File: config.mk
export PLATFORM = sky130hd
export DESIGN_NAME = lorc_div
export DESIGN_NICKNAME = d
export VERILOG_FILES = /design/src/hw/rtl/lorc_pkg.sv /design/src/hw/rtl/lorc_div.sv
export SDC_FILE = /design/constraint.sdc
export NUM_CORES = 1
export LEC_CHECK = 0
export BUFFER_PORTS_ARGS = -buffer_cell sky130_fd_sc_hd__buf_2
export CORE_MARGIN = 10
export CORE_UTILIZATION = 35
export DETAILED_ROUTE_END_ITERATION = 10
export PLACE_DENSITY = 0.54
export SETUP_SLACK_MARGIN = 0.1
export SYNTH_ARGS = -nofsm -noshare
export SYNTH_HDL_FRONTEND = slang
export SYNTH_SLANG_ARGS = --single-unit
File: constraint.sdc
create_clock -name clk_i -period 3.2 [get_ports clk_i]
set_input_delay 0.48 -clock clk_i [delete_from_list [all_inputs] [get_ports clk_i]]
set_output_delay 0.48 -clock clk_i [all_outputs]
set_load 0.02 [all_outputs]
File: src/hw/rtl/lorc_pkg.sv
// ----------------------------------------------------------------------------
// lorc_pkg
// Shared widths, codes, CORDIC arctangent table and unit result types.
// ----------------------------------------------------------------------------
`default_nettype none

package lorc_pkg;

  localparam int unsigned XW = 34;  // CORDIC datapath, Q2.30 plus headroom
  localparam int unsigned NW = 36;  // divider numerator
  localparam int unsigned QW = 37;  // divider quotient (floor of signed value)
  localparam int unsigned SW = 22;  // scaled length after rounding

  localparam logic signed [XW-1:0] CordicGainQ30 = 34'sd652032874;

  localparam logic [2:0] CFG_CELL_SIZE  = 3'd0;
  localparam logic [2:0] CFG_MARCH_STEP = 3'd1;
  localparam logic [2:0] CFG_CORNER_X   = 3'd2;
  localparam logic [2:0] CFG_CORNER_Y   = 3'd3;
  localparam logic [2:0] CFG_FREE_UPD   = 3'd4;
  localparam logic [2:0] CFG_HIT_UPD    = 3'd5;
  localparam logic [2:0] CFG_FREE_THR   = 3'd6;
  localparam logic [2:0] CFG_HIT_THR    = 3'd7;

  localparam logic [1:0] REQ_RAY   = 2'd0;
  localparam logic [1:0] REQ_READ  = 2'd1;
  localparam logic [1:0] REQ_CLEAR = 2'd2;

  localparam logic [1:0] CLS_FREE    = 2'd0;
  localparam logic [1:0] CLS_OCC     = 2'd1;
  localparam logic [1:0] CLS_UNKNOWN = 2'd2;

  typedef struct packed {
    logic                 done;
    logic signed [XW-1:0] cos_q30;
    logic signed [XW-1:0] sin_q30;
  } cordic_res_t;

  typedef struct packed {
    logic                 done;
    logic signed [QW-1:0] quot;
    logic        [15:0]   rem;
  } div_res_t;

  // arctangent of 2^-i in units of 2^-32 turn
  function automatic logic signed [XW-1:0] lorc_atan(input logic [4:0] idx);
    logic signed [XW-1:0] v;
    case (idx)
      5'd0:  v = 34'sh020000000;
      5'd1:  v = 34'sh012E4051D;
      5'd2:  v = 34'sh009FB385B;
      5'd3:  v = 34'sh0051111D4;
      5'd4:  v = 34'sh0028B0D43;
      5'd5:  v = 34'sh00145D7E1;
      5'd6:  v = 34'sh000A2F61E;
      5'd7:  v = 34'sh000517C55;
      5'd8:  v = 34'sh00028BE53;
      5'd9:  v = 34'sh000145F2E;
      5'd10: v = 34'sh0000A2F98;
      5'd11: v = 34'sh0000517CC;
      5'd12: v = 34'sh000028BE6;
      5'd13: v = 34'sh0000145F3;
      5'd14: v = 34'sh00000A2F9;
      5'd15: v = 34'sh00000517C;
      5'd16: v = 34'sh0000028BE;
      5'd17: v = 34'sh00000145F;
      5'd18: v = 34'sh000000A2F;
      5'd19: v = 34'sh000000517;
      5'd20: v = 34'sh00000028B;
      5'd21: v = 34'sh000000145;
      5'd22: v = 34'sh0000000A2;
      5'd23: v = 34'sh000000051;
      default: v = '0;
    endcase
    return v;
  endfunction

endpackage

`default_nettype wire

File: src/hw/rtl/lorc_div.sv
// ----------------------------------------------------------------------------
// lorc_div
// Radix-2 restoring divider: signed numerator over unsigned 16-bit divisor,
// floor quotient and non-negative remainder.
// ----------------------------------------------------------------------------
`default_nettype none

module lorc_div import lorc_pkg::*; (
  input  wire logic                 clk_i,
  input  wire logic                 rst_ni,
  input  wire logic                 start_i,
  input  wire logic signed [NW-1:0] num_i,
  input  wire logic        [15:0]   den_i,
  output div_res_t                  res_o
);

  localparam int unsigned CntW = $clog2(NW);

  logic            busy_q, done_q, neg_q;
  logic [CntW-1:0] cnt_q;
  logic [NW-1:0]   mag_q;
  logic [15:0]     rem_q, den_q;
  logic [16:0]     trial;
  logic            fit;

  assign trial = {rem_q, mag_q[NW-1]};
  assign fit   = trial >= {1'b0, den_q};

  always_ff @(posedge clk_i or negedge rst_ni) begin
    if (!rst_ni) begin
      busy_q <= 1'b0;
      done_q <= 1'b0;
      cnt_q  <= '0;
    end else begin
      done_q <= 1'b0;
      if (start_i) begin
        busy_q <= 1'b1;
        cnt_q  <= '0;
      end else if (busy_q) begin
        if (cnt_q == CntW'(NW - 1)) begin
          busy_q <= 1'b0;
          done_q <= 1'b1;
        end
        cnt_q <= cnt_q + CntW'(1);
      end
    end
  end

  always_ff @(posedge clk_i) begin
    if (start_i) begin
      neg_q <= num_i[NW-1];
      mag_q <= num_i[NW-1] ? NW'(-num_i) : NW'(num_i);
      rem_q <= '0;
      den_q <= den_i;
    end else if (busy_q) begin
      mag_q <= {mag_q[NW-2:0], fit};
      rem_q <= fit ? 16'(trial - {1'b0, den_q}) : trial[15:0];
    end
  end

  always_comb begin
    res_o.done = done_q;
    if (!neg_q) begin
      res_o.quot = QW'(mag_q);
      res_o.rem  = rem_q;
    end else if (rem_q == '0) begin
      res_o.quot = -QW'(mag_q);
      res_o.rem  = '0;
    end else begin
      res_o.quot = ~QW'(mag_q);
      res_o.rem  = den_q - rem_q;
    end
  end

endmodule

`default_nettype wire

==> impl_metrics.env <==
export IMPL_run_status="finished, violations left"
export IMPL_violations="negative setup slack"
export IMPL_hp_class="in -> reg"
export IMPL_crit_required_ns=2.72
export IMPL_instances_no_fill=1144
export IMPL_grt_max_degree=102
export IMPL_crit_top_cell="or4_4"
export IMPL_netSwitchingFraction_pct=36.03
export IMPL_die_w_um=156.7
export IMPL_synth_most_common_cell="nor2_1"
export IMPL_cts_root_buf="clkbuf_16"
export IMPL_core_um2=18150
export IMPL_drv_cap=0
export IMPL_wl_um=20820
export IMPL_drive_gt1_share_pct=29.40
export IMPL_synth_top_area_share_pct=24.34
export IMPL_cts_path_max_buffers=2
export IMPL_powerDensity_nw_per_um2=399.0
export IMPL_place_inst=1109
export IMPL_crit_start="mag_q[18]"
export IMPL_finalWorstSetupSlack_ns=-0.1429
export IMPL_setup_tns_ns=-1.289
export IMPL_n_antenna_cell=0
export IMPL_clkLatencyLatePin_ns=0.35
export IMPL_intPower_mw=2.185
export IMPL_grt_pass1_vias=6003
export IMPL_synth_area_leader_cell="edfxtp_1"
export IMPL_hold_ws_ns=0.2951
export IMPL_final_nets=1001
export IMPL_regArea_um2=2136
export IMPL_syn_area_um2=6540
export IMPL_reg2reg_to="rem_q[7]"
export IMPL_cts_htree_levels=3
export IMPL_netSwitchingPower_mw=1.231
export IMPL_syn_nets=859
export IMPL_slew_headroom_pct=55.95
export IMPL_p_seq_share_pct=36.9
export IMPL_worstMarginPinSlew_ns=0.6608
export IMPL_drtAntennaViolNets=0
export IMPL_finalSetupViolations=15
export IMPL_cts_sinks=77
export IMPL_portBuffers=108
export IMPL_grt_setup_unrepaired="true"
export IMPL_syn_to_final_growth_pct=30.90
export IMPL_vdd_drop_max_v=0.0002108
export IMPL_cp_arrival_ns=2.86
export IMPL_endpoint_kind="output pin"
export IMPL_post_route_drc_count=0
export IMPL_path_clk_slew_ns=0.07
export IMPL_final_fill_count=1784
export IMPL_via_count=6240
export IMPL_multiInputGateArea_um2=4582
export IMPL_grt_pass1_wl_um=32370
export IMPL_start_util_pct=36.04
export IMPL_numCtsBuffers=9
export IMPL_die_area_um2=24550
export IMPL_finalCriticalPeriod_ns=3.343
export IMPL_synth_area_top_cells="edfxtp_1 (24%), ha_1 (6.5%), xnor2_1 (5.8%)"
export IMPL_yosys_warnings=0
export IMPL_utilization_pct=47.17
export IMPL_drt_iter0_drc=351
export IMPL_p_leak_nw=3.424
export IMPL_cpPeakStageDelay_ns=0.55
export IMPL_crit_type="reg -> out"
export IMPL_clkPwrFrac_pct=29.9
export IMPL_synth_edff_count=53
export IMPL_synth_commonest_cells="nor2_1 (80), nand2_1 (62), a21oi_1 (59)"
export IMPL_yosysSeqAreaShare_pct=32.29
export IMPL_path_cells="or4_4, or4_4, nor3_4, nand3_4, o41ai_2, xnor2_1, buf_4"
export IMPL_post_drt_wl_per_cell_um=18.20
export IMPL_post_route_period_util_pct=104.5
export IMPL_setup_worst_path_start_class="flip-flop"
export IMPL_r2r_start="den_q[7]"
export IMPL_die_h_um=156.7
export IMPL_r2r_worst_path_cells=8
export IMPL_worstPathMaxFanout=6
export IMPL_synth_main_ff_cell="edfxtp_1"
export IMPL_rows=49
export IMPL_dr_pass1_iters=5
export IMPL_viasPerCell=5.455
export IMPL_grt_usage_pct=16.38
export IMPL_fin_skew_ns=0.005920
export IMPL_ios=109
export IMPL_cts_tree="built"
export IMPL_netlist_cell_type_count=69
export IMPL_overflow=0
export IMPL_drv_slew=0
export IMPL_hold_violations=0
export IMPL_finalPower_mw=3.416
export IMPL_critPathCapture="res_o[43]"
export IMPL_rrSetupSlack_ns=0.33
export IMPL_place_congestion=0.8481
export IMPL_antenna_found_initial=2
export IMPL_ys_ff_latch=77
export IMPL_pwr_share_comb_pct=33.2
export IMPL_postSynth_asyncResetShare_pct=10.39
export IMPL_avgSynthCellArea_um2=8.516
export IMPL_slowest_stage="or4_4"
export IMPL_fmax_mhz=299.1
export IMPL_synth_cells=768
export IMPL_dp_hpwl_um=15520
## worst max-delay path, delay by kind of cell, from the launching register on
kind,cells,cell delay [ns]
AND/OR/NAND/NOR,4,1.47
flip-flops,1,0.39
AO/OA/AOI/OAI,1,0.27
XOR/XNOR,1,0.19
buffers and inverters,1,0.18
## cell type report
type	count	share of cell area, %
Clock buffer	9	2.631
Inverter	45	1.973
Multi-Input combinational cell	610	53.52
Sequential cell	77	24.95
Clock inverter	7	0.7015
Timing Repair Buffer	167	12.88
Tap cell	229	3.347
## cells by family after synthesis
kind of cell | Yosys count | synth area share [%]
XOR/XNOR | 83 | 11.12
adder cells (fa/ha/maj) | 36 | 7.117
buffers and inverters | 81 | 4.783
flip-flops | 77 | 32.29
AO/OA/AOI/OAI | 226 | 23.02
multiplexers | 9 | 1.397
AND/OR/NAND/NOR | 256 | 20.28
## per-stage QoR
step	setup slack [ns]	area (um^2)
finish	-0.1429	8561
global route	-0.2585	8561
CTS	-0.1291	8219
detailed placement	0.01258	7538
global placement	0.03766	7538
floorplan	0.2603	6540
## state kept, by name (all words and copies together) (netlist names)
name and cells:
mag_q 36, rem_q 16, den_q 16, neg_q 1, busy_q 1, cnt_q 6, done_q 1
## cell usage in the layout (no fill, tap or decap), types with 6 or more instances in the layout
master     Yosys  final
edfxtp_1      53     53
a311oi_1      12     12
a21o_1         8      8
buf_2          1     80
o31ai_1       20     11
and3_1         6      6
inv_1         45     42
or4_1          9      6
o21ai_0       52     37
nor2_1        80     80
o21ai_2        1      9
dfxtp_1       16      7
xor2_1        40     40
or3_1         19     17
xnor2_1       43     39
nand3b_1       8      8
o21ai_1        0      7
o31ai_4        0      7
nand2_1       62     61
buf_4          2     76
ha_1          34     28
dfrtp_1        8      8
nand2b_1       6      6
mux2i_1        8      8
nand3_1       12     10
a21oi_1       59     57
buf_6          0      9
nor3_1        10      9
clkbuf_16      0      9
o41ai_1        8      6
## per-layer routing
metal | vias to the layer above | GRT usage (%) | wire [um] | part of all wire (%)
li1 | 3150 | - | - | -
met3 | 20 | 4.331 | 1148 | 5.5
met2 | 147 | 25.69 | 9578 | 46
met4 | 4 | 3.955 | 282 | 1.4
met5 | - | 0 | 21 | 0.10
met1 | 2919 | 21.92 | 9793 | 47
## power groups by stage
stage               sequential [mW]  combinational [mW]  clock (mW)
floorplan                      1.25               0.633           0
global placement               1.27               0.982           0
detailed placement             1.27               0.979           0
CTS                            1.26                1.07        1.05
global route                   1.27                1.23        1.08
finish                         1.26                1.13        1.02
## worst min path at each step
stage | slack (ns) | from | depth (start not counted) | endpoint
after global placement | 0.34 | rst_ni | 1 | cnt_q[3]
after floorplan | 0.18 | rst_ni | 0 | busy_q
after global routing | 0.28 | den_i[14] | 1 | den_q[14]
after detailed placement | 0.33 | rst_ni | 1 | cnt_q[4]
after CTS | 0.29 | den_i[14] | 1 | den_q[14]
final | 0.30 | den_i[14] | 1 | den_q[14]
## repair_timing
item	4_1_cts	5_1_grt
hold buffers	1	0
gates resized for setup	92	56
pin swaps	18	26
setup buffers	9	9
endpoints found under the hold margin	8	0
endpoints found under the setup margin	38	42
(Power assumes the default switching activity.)
