File: src/hw/rtl/lorc_pkg.sv
// ----------------------------------------------------------------------------
// lorc_pkg
// Shared widths, codes, CORDIC arctangent table and unit result types.
// ----------------------------------------------------------------------------
`default_nettype none

package lorc_pkg;

  localparam int unsigned XW = 34;  // CORDIC datapath, Q2.30 plus headroom
  localparam int unsigned NW = 36;  // divider numerator
  localparam int unsigned QW = 37;  // divider quotient (floor of signed value)
  localparam int unsigned SW = 22;  // scaled length after rounding

  localparam logic signed [XW-1:0] CordicGainQ30 = 34'sd652032874;

  localparam logic [2:0] CFG_CELL_SIZE  = 3'd0;
  localparam logic [2:0] CFG_MARCH_STEP = 3'd1;
  localparam logic [2:0] CFG_CORNER_X   = 3'd2;
  localparam logic [2:0] CFG_CORNER_Y   = 3'd3;
  localparam logic [2:0] CFG_FREE_UPD   = 3'd4;
  localparam logic [2:0] CFG_HIT_UPD    = 3'd5;
  localparam logic [2:0] CFG_FREE_THR   = 3'd6;
  localparam logic [2:0] CFG_HIT_THR    = 3'd7;

  localparam logic [1:0] REQ_RAY   = 2'd0;
  localparam logic [1:0] REQ_READ  = 2'd1;
  localparam logic [1:0] REQ_CLEAR = 2'd2;

  localparam logic [1:0] CLS_FREE    = 2'd0;
  localparam logic [1:0] CLS_OCC     = 2'd1;
  localparam logic [1:0] CLS_UNKNOWN = 2'd2;

  typedef struct packed {
    logic                 done;
    logic signed [XW-1:0] cos_q30;
    logic signed [XW-1:0] sin_q30;
  } cordic_res_t;

  typedef struct packed {
    logic                 done;
    logic signed [QW-1:0] quot;
    logic        [15:0]   rem;
  } div_res_t;

  // arctangent of 2^-i in units of 2^-32 turn
  function automatic logic signed [XW-1:0] lorc_atan(input logic [4:0] idx);
    logic signed [XW-1:0] v;
    case (idx)
      5'd0:  v = 34'sh020000000;
      5'd1:  v = 34'sh012E4051D;
      5'd2:  v = 34'sh009FB385B;
      5'd3:  v = 34'sh0051111D4;
      5'd4:  v = 34'sh0028B0D43;
      5'd5:  v = 34'sh00145D7E1;
      5'd6:  v = 34'sh000A2F61E;
      5'd7:  v = 34'sh000517C55;
      5'd8:  v = 34'sh00028BE53;
      5'd9:  v = 34'sh000145F2E;
      5'd10: v = 34'sh0000A2F98;
      5'd11: v = 34'sh0000517CC;
      5'd12: v = 34'sh000028BE6;
      5'd13: v = 34'sh0000145F3;
      5'd14: v = 34'sh00000A2F9;
      5'd15: v = 34'sh00000517C;
      5'd16: v = 34'sh0000028BE;
      5'd17: v = 34'sh00000145F;
      5'd18: v = 34'sh000000A2F;
      5'd19: v = 34'sh000000517;
      5'd20: v = 34'sh00000028B;
      5'd21: v = 34'sh000000145;
      5'd22: v = 34'sh0000000A2;
      5'd23: v = 34'sh000000051;
      default: v = '0;
    endcase
    return v;
  endfunction

endpackage

`default_nettype wire

File: src/hw/rtl/lorc_cordic.sv
// ----------------------------------------------------------------------------
// lorc_cordic
// Iterative rotation-mode CORDIC, one shift-add step per cycle.
// ----------------------------------------------------------------------------
`default_nettype none

module lorc_cordic import lorc_pkg::*; #(
  parameter int unsigned AngleIterations = 16
) (
  input  wire logic        clk_i,
  input  wire logic        rst_ni,
  input  wire logic        start_i,
  input  wire logic [15:0] angle_i,
  output cordic_res_t      res_o
);

  localparam int unsigned IW = $clog2(AngleIterations);

  logic                 busy_q, done_q;
  logic [IW-1:0]        iter_q;
  logic [1:0]           quad_q;
  logic signed [XW-1:0] x_q, y_q, z_q;
  logic signed [XW-1:0] sx, sy, atan_v;

  assign sx     = y_q >>> iter_q;
  assign sy     = x_q >>> iter_q;
  assign atan_v = lorc_atan(5'(iter_q));

  always_ff @(posedge clk_i or negedge rst_ni) begin
    if (!rst_ni) begin
      busy_q <= 1'b0;
      done_q <= 1'b0;
      iter_q <= '0;
    end else begin
      done_q <= 1'b0;
      if (start_i) begin
        busy_q <= 1'b1;
        iter_q <= '0;
      end else if (busy_q) begin
        if (iter_q == IW'(AngleIterations - 1)) begin
          busy_q <= 1'b0;
          done_q <= 1'b1;
        end
        iter_q <= iter_q + IW'(1);
      end
    end
  end

  always_ff @(posedge clk_i) begin
    if (start_i) begin
      x_q    <= CordicGainQ30;
      y_q    <= '0;
      z_q    <= {4'b0, angle_i[13:0], 16'b0};
      quad_q <= angle_i[15:14];
    end else if (busy_q) begin
      if (!z_q[XW-1]) begin
        x_q <= x_q - sx;
        y_q <= y_q + sy;
        z_q <= z_q - atan_v;
      end else begin
        x_q <= x_q + sx;
        y_q <= y_q - sy;
        z_q <= z_q + atan_v;
      end
    end
  end

  always_comb begin
    res_o.done = done_q;
    case (quad_q)
      2'd0: begin
        res_o.cos_q30 = x_q;
        res_o.sin_q30 = y_q;
      end
      2'd1: begin
        res_o.cos_q30 = -y_q;
        res_o.sin_q30 = x_q;
      end
      2'd2: begin
        res_o.cos_q30 = -x_q;
        res_o.sin_q30 = -y_q;
      end
      default: begin
        res_o.cos_q30 = y_q;
        res_o.sin_q30 = -x_q;
      end
    endcase
  end

endmodule

`default_nettype wire

File: config.mk
export PLATFORM = sky130hd
export DESIGN_NAME = lorc_cordic
export DESIGN_NICKNAME = d
export VERILOG_FILES = /design/src/hw/rtl/lorc_pkg.sv /design/src/hw/rtl/lorc_cordic.sv
export SDC_FILE = /design/constraint.sdc
export NUM_CORES = 1
export LEC_CHECK = 0
export BUFFER_PORTS_ARGS = -buffer_cell sky130_fd_sc_hd__buf_4
export CORE_ASPECT_RATIO = 0.75
export CORE_MARGIN = 3
export CORE_UTILIZATION = 45
export CTS_BUF_LIST = sky130_fd_sc_hd__clkbuf_4 sky130_fd_sc_hd__clkbuf_8 sky130_fd_sc_hd__clkbuf_16
export DETAILED_ROUTE_END_ITERATION = 8
export MAX_ROUTING_LAYER = met4
export SLEW_MARGIN = 20
export SYNTH_ARGS = -nofsm -noshare
export SYNTH_HDL_FRONTEND = slang
export SYNTH_SLANG_ARGS = --single-unit
export TNS_END_PERCENT = 1
File: constraint.sdc
create_clock -name clk_i -period 19.7 [get_ports clk_i]
set_clock_uncertainty 0.1 [all_clocks]
set_input_delay 0 -clock clk_i [delete_from_list [all_inputs] [get_ports clk_i]]
set_output_delay 0 -clock clk_i [all_outputs]
set_load 0.005 [all_outputs]
==> out/summary.md <==
- status: finished clean
- R2R cell count: 22
- effective utilization at floorplan: 0.464
- Worst slew margin: 0.213
- HPWL reported at the end of detailed placement: 45.1 mm
- ratio of final minimum period to clock period: 0.382
- clock period minus final worst setup slack: 7530 ps
- count of flip-flops with a built-in enable after synthesis: 16
- worst min path class: in -> reg
- max-capacitance violation count: 0
- Mapped Nets: 2,547
- via count of the first global-routing pass: 16,200
- Core Region: 38,900 um^2
- count of yosys warnings during synthesis: 0
- # diodes: 0
- startpoint of the lowest-slack register-to-register path: iter_q[0]
- TritonCTS clock tree: yes
- part of the Yosys area used for sequential elements: 0.133
- first-pass GRT wire length: 95.4 mm
- Worst Setup Start Kind: flip-flop
- power share of the sequential group: 0.146
- post-synthesis cell area: 18,000 um^2
- DRT Wirelength: 61.2 mm
- Slew Limit Fails: 0
- endpoint kind of the worst setup timing path: flip-flop
- area growth from synthesis to layout: 6.63%
- actual transition at the worst max-transition pin: 1170 ps
- data required time of the critical path: 19,730 ps
- register bit total from synthesis: 110
- final setup vio count: 0
- Crit path top cell by count: sky130_fd_sc_hd__a21o_1
- average detailed-routed wire length per instance: 21.3 um
- DRT Pass-1 Iters: 6
- global router's overall resource usage: 0.289
- reg-to-reg setup timing slack: 12,170 ps
- clock tree root driver cell: sky130_fd_sc_hd__clkbuf_16
- worst hold slack: 224 ps
- sw power: 2.20 mW
- startpoint of the most critical setup path: iter_q[0]
- die extent in x: 237 um
- net count of the finished layout: 2,498
- remaining antenna violation count: 0
- Sinks on Clock Net: 110
- Iter 0 DRT Violations: 2,026
- share of cells above drive strength 1: 0.112
- synthesized netlist cell count: 2,406
- commonest non-fill, non-tap cell in the layout: sky130_fd_sc_hd__nand2_1
- power after layout: 4.19 mW
- I/O Buffers: 87
- number of rows created at floorplan: 62
- capture point of the worst path: z_q[28]
- worst r2r dst: z_q[28]
- share of total power in the clock network: 0.050
- Fmax achieved: 0.133 GHz
- maximum cell stage delay along the critical path: 960 ps
- Die ar.: 42,500 um^2
- routed via count divided by cell count: 6.31
- DR DRC count: 0
- source-to-sink clock delay at the later pin of the worst-skew pair: 410 ps
- total power density per cell area: 218 nW/um^2
- Top-Level Pins: 88
- clock transition at the registers of the reported paths: 80 ps
- final hold violations: 0
- PostCTS Resize Cnt: 0
- setup repair after global routing missed its margin: no
- share of synthesized flip-flops with an asynchronous set or reset: 0.0545
- cell chain of the critical path: clkinv_1 -> ha_1 -> nand2_1 -> a31oi_1 -> and3b_1 -> nor4bb_1 -> o21a_1 -> and3b_1 -> nand4_1 -> and2_1 -> xor2_1 -> ha_1 -> a21o_1 -> a21o_1 -> a21o_1 -> a21oi_1 -> o21ai_0 -> a221o_1 -> a211o_1 -> a21oi_1 -> xor2_1 -> o21ai_0
- RePlAce Congestion: 0.951
- Arr. time, crit path: 7560 ps
- Cell variety after synth: 87
- Total Neg Setup Slack: 0 ps
- most used cells in the layout excluding fill and tap cells: sky130_fd_sc_hd__nand2_1, sky130_fd_sc_hd__nor2_1, sky130_fd_sc_hd__a21oi_1, sky130_fd_sc_hd__xnor2_1, sky130_fd_sc_hd__o21ai_0
- number of levels the H-tree was split into: 3
- crit path kind: reg -> reg
- total CTS buffers: 9
- Main synth FF type: sky130_fd_sc_hd__dfxtp_1
- pin count of the biggest net entering global routing: 106
- GRT Residual Overflow: 0
- maximum clock insertion buffer count: 2
- part of the power in combinational logic: 0.803
- switching power share of the total: 0.524
- mean instance size in the synthesized netlist: 7.49 um^2
- initial antenna violation count: 0
- largest fanout of any net on the critical path: 49
- height of the die: 179 um
- Internal Power: 1.99 mW
- static power due to leakage: 8.02 nW
- critical-path cell with the highest stage delay: sky130_fd_sc_hd__dfrtp_4
- count of buffers added by post-CTS timing repair for setup: 0
- Peak supply drop: 117 uV
- vias after detailed routing: 18,100
-- synth_stat cells (9+ instances only) --
cell type	n	area share
sky130_fd_sc_hd__dfxtp_1	88	0.098
sky130_fd_sc_hd__a211o_1	9	0.0044
sky130_fd_sc_hd__ha_1	119	0.083
sky130_fd_sc_hd__nand2b_1	35	0.012
sky130_fd_sc_hd__buf_2	24	0.0067
sky130_fd_sc_hd__and2_1	18	0.0062
sky130_fd_sc_hd__a21oi_1	208	0.058
sky130_fd_sc_hd__mux4_2	73	0.091
sky130_fd_sc_hd__a211oi_1	32	0.013
sky130_fd_sc_hd__inv_1	54	0.011
sky130_fd_sc_hd__buf_1	32	0.0067
sky130_fd_sc_hd__or4_1	13	0.0054
sky130_fd_sc_hd__o21a_1	31	0.013
sky130_fd_sc_hd__a21o_1	61	0.025
sky130_fd_sc_hd__nand4_1	13	0.0045
sky130_fd_sc_hd__o221ai_1	9	0.0044
sky130_fd_sc_hd__mux2_2	24	0.015
sky130_fd_sc_hd__nor2_1	260	0.054
sky130_fd_sc_hd__o211ai_1	9	0.0037
sky130_fd_sc_hd__nand3_1	36	0.010
sky130_fd_sc_hd__mux2i_1	87	0.048
sky130_fd_sc_hd__or2_2	11	0.0038
sky130_fd_sc_hd__nor2b_1	20	0.0069
sky130_fd_sc_hd__a22oi_1	9	0.0037
sky130_fd_sc_hd__nor4_1	10	0.0035
sky130_fd_sc_hd__clkbuf_1	127	0.026
sky130_fd_sc_hd__a31oi_1	36	0.012
sky130_fd_sc_hd__o21bai_1	13	0.0054
sky130_fd_sc_hd__nand2_1	264	0.055
sky130_fd_sc_hd__or3_1	23	0.0080
sky130_fd_sc_hd__o31ai_1	17	0.0071
sky130_fd_sc_hd__edfxtp_1	16	0.027
sky130_fd_sc_hd__xor2_1	84	0.041
sky130_fd_sc_hd__xnor2_1	178	0.086
sky130_fd_sc_hd__nor3_1	48	0.013
sky130_fd_sc_hd__and3_1	15	0.0052
sky130_fd_sc_hd__o21ai_0	165	0.046
-- critical path, delay by kind of cell (launching register included) --
kind	cells	cell delay, ps
adders and majority gates	2	1170
AOI/OAI and AO/OA	11	2270
xor gates and xnor gates	2	350
buffers and inverters	1	900
and+or+nand+nor	6	1480
DFF	1	960
-- state kept, by name (all words and copies together), names as in the netlist --
register	flops
quad_q	2
iter_q	4
done_q	1
y_q	34
x_q	34
busy_q	1
z_q	34
-- layout make-up --
cell class                 instances  area, um^2
clock buffer                      10         239
inverter                          57         214
clock inverter                     6        66.3
timing repair buffer             132        1040
sequential                       110        2410
fill                            3865       19600
multi-input combinational       2047       14600
tap                              512         641
-- power groups by stage --
stage,sequential (mW),combinational (mW),clock [mW]
floorplan,0.407,2.71,0
global placement,0.602,3.24,0
detailed placement,0.607,3.29,0
CTS,0.601,3.31,0.216
global route,0.621,3.74,0.223
finish,0.613,3.36,0.210
-- stage by stage --
stage / instance area [um^2] / util / worst slack [ps] / instances
3_3_place_gp: 18700 / 0.482 / 12470 / 2839
2_1_floorplan: 18000 / - / 12760 / 2406
3_5_place_dp: 18700 / 0.482 / 12350 / 2839
6_report: 19200 / 0.495 / 12170 / 2874
4_1_cts: 19200 / 0.495 / 12290 / 2874
5_1_grt: 19200 / 0.495 / 11570 / 2874
-- per-layer routing --
metal / global-route usage / routed length (um) / vias to the layer above
met4: 0.0634 / 1210 / 0
li1: - / - / 8592
met2: 0.396 / 24500 / 792
met5: - / 0 / -
met1: 0.435 / 29800 / 8696
met3: 0.0548 / 5610 / 65
-- how the worst min path moves through the flow --
stage	from	endpoint	slack, ps	cells after the start
finish	angle_i[15]	quad_q[1]	220	2
global route	angle_i[15]	quad_q[1]	230	2
CTS	angle_i[14]	quad_q[0]	210	2
detailed placement	rst_ni	done_q	-280	1
global placement	rst_ni	done_q	-280	1
floorplan	rst_ni	busy_q	-400	0
-- logic make-up after synthesis --
logic type      share of synthesized area
compound gates                      0.240
xor+xnor                            0.127
fa+ha+maj                          0.0859
buf+inv                            0.0568
flops                               0.133
mux                                 0.158
simple gates                        0.199
-- timing repair --
action                                  CTS  global route
endpoints found under the setup margin    0             0
endpoints found under the hold margin    37             0
hold buffers                             19             0
Note: power is estimated with default switching activity, not from simulation.
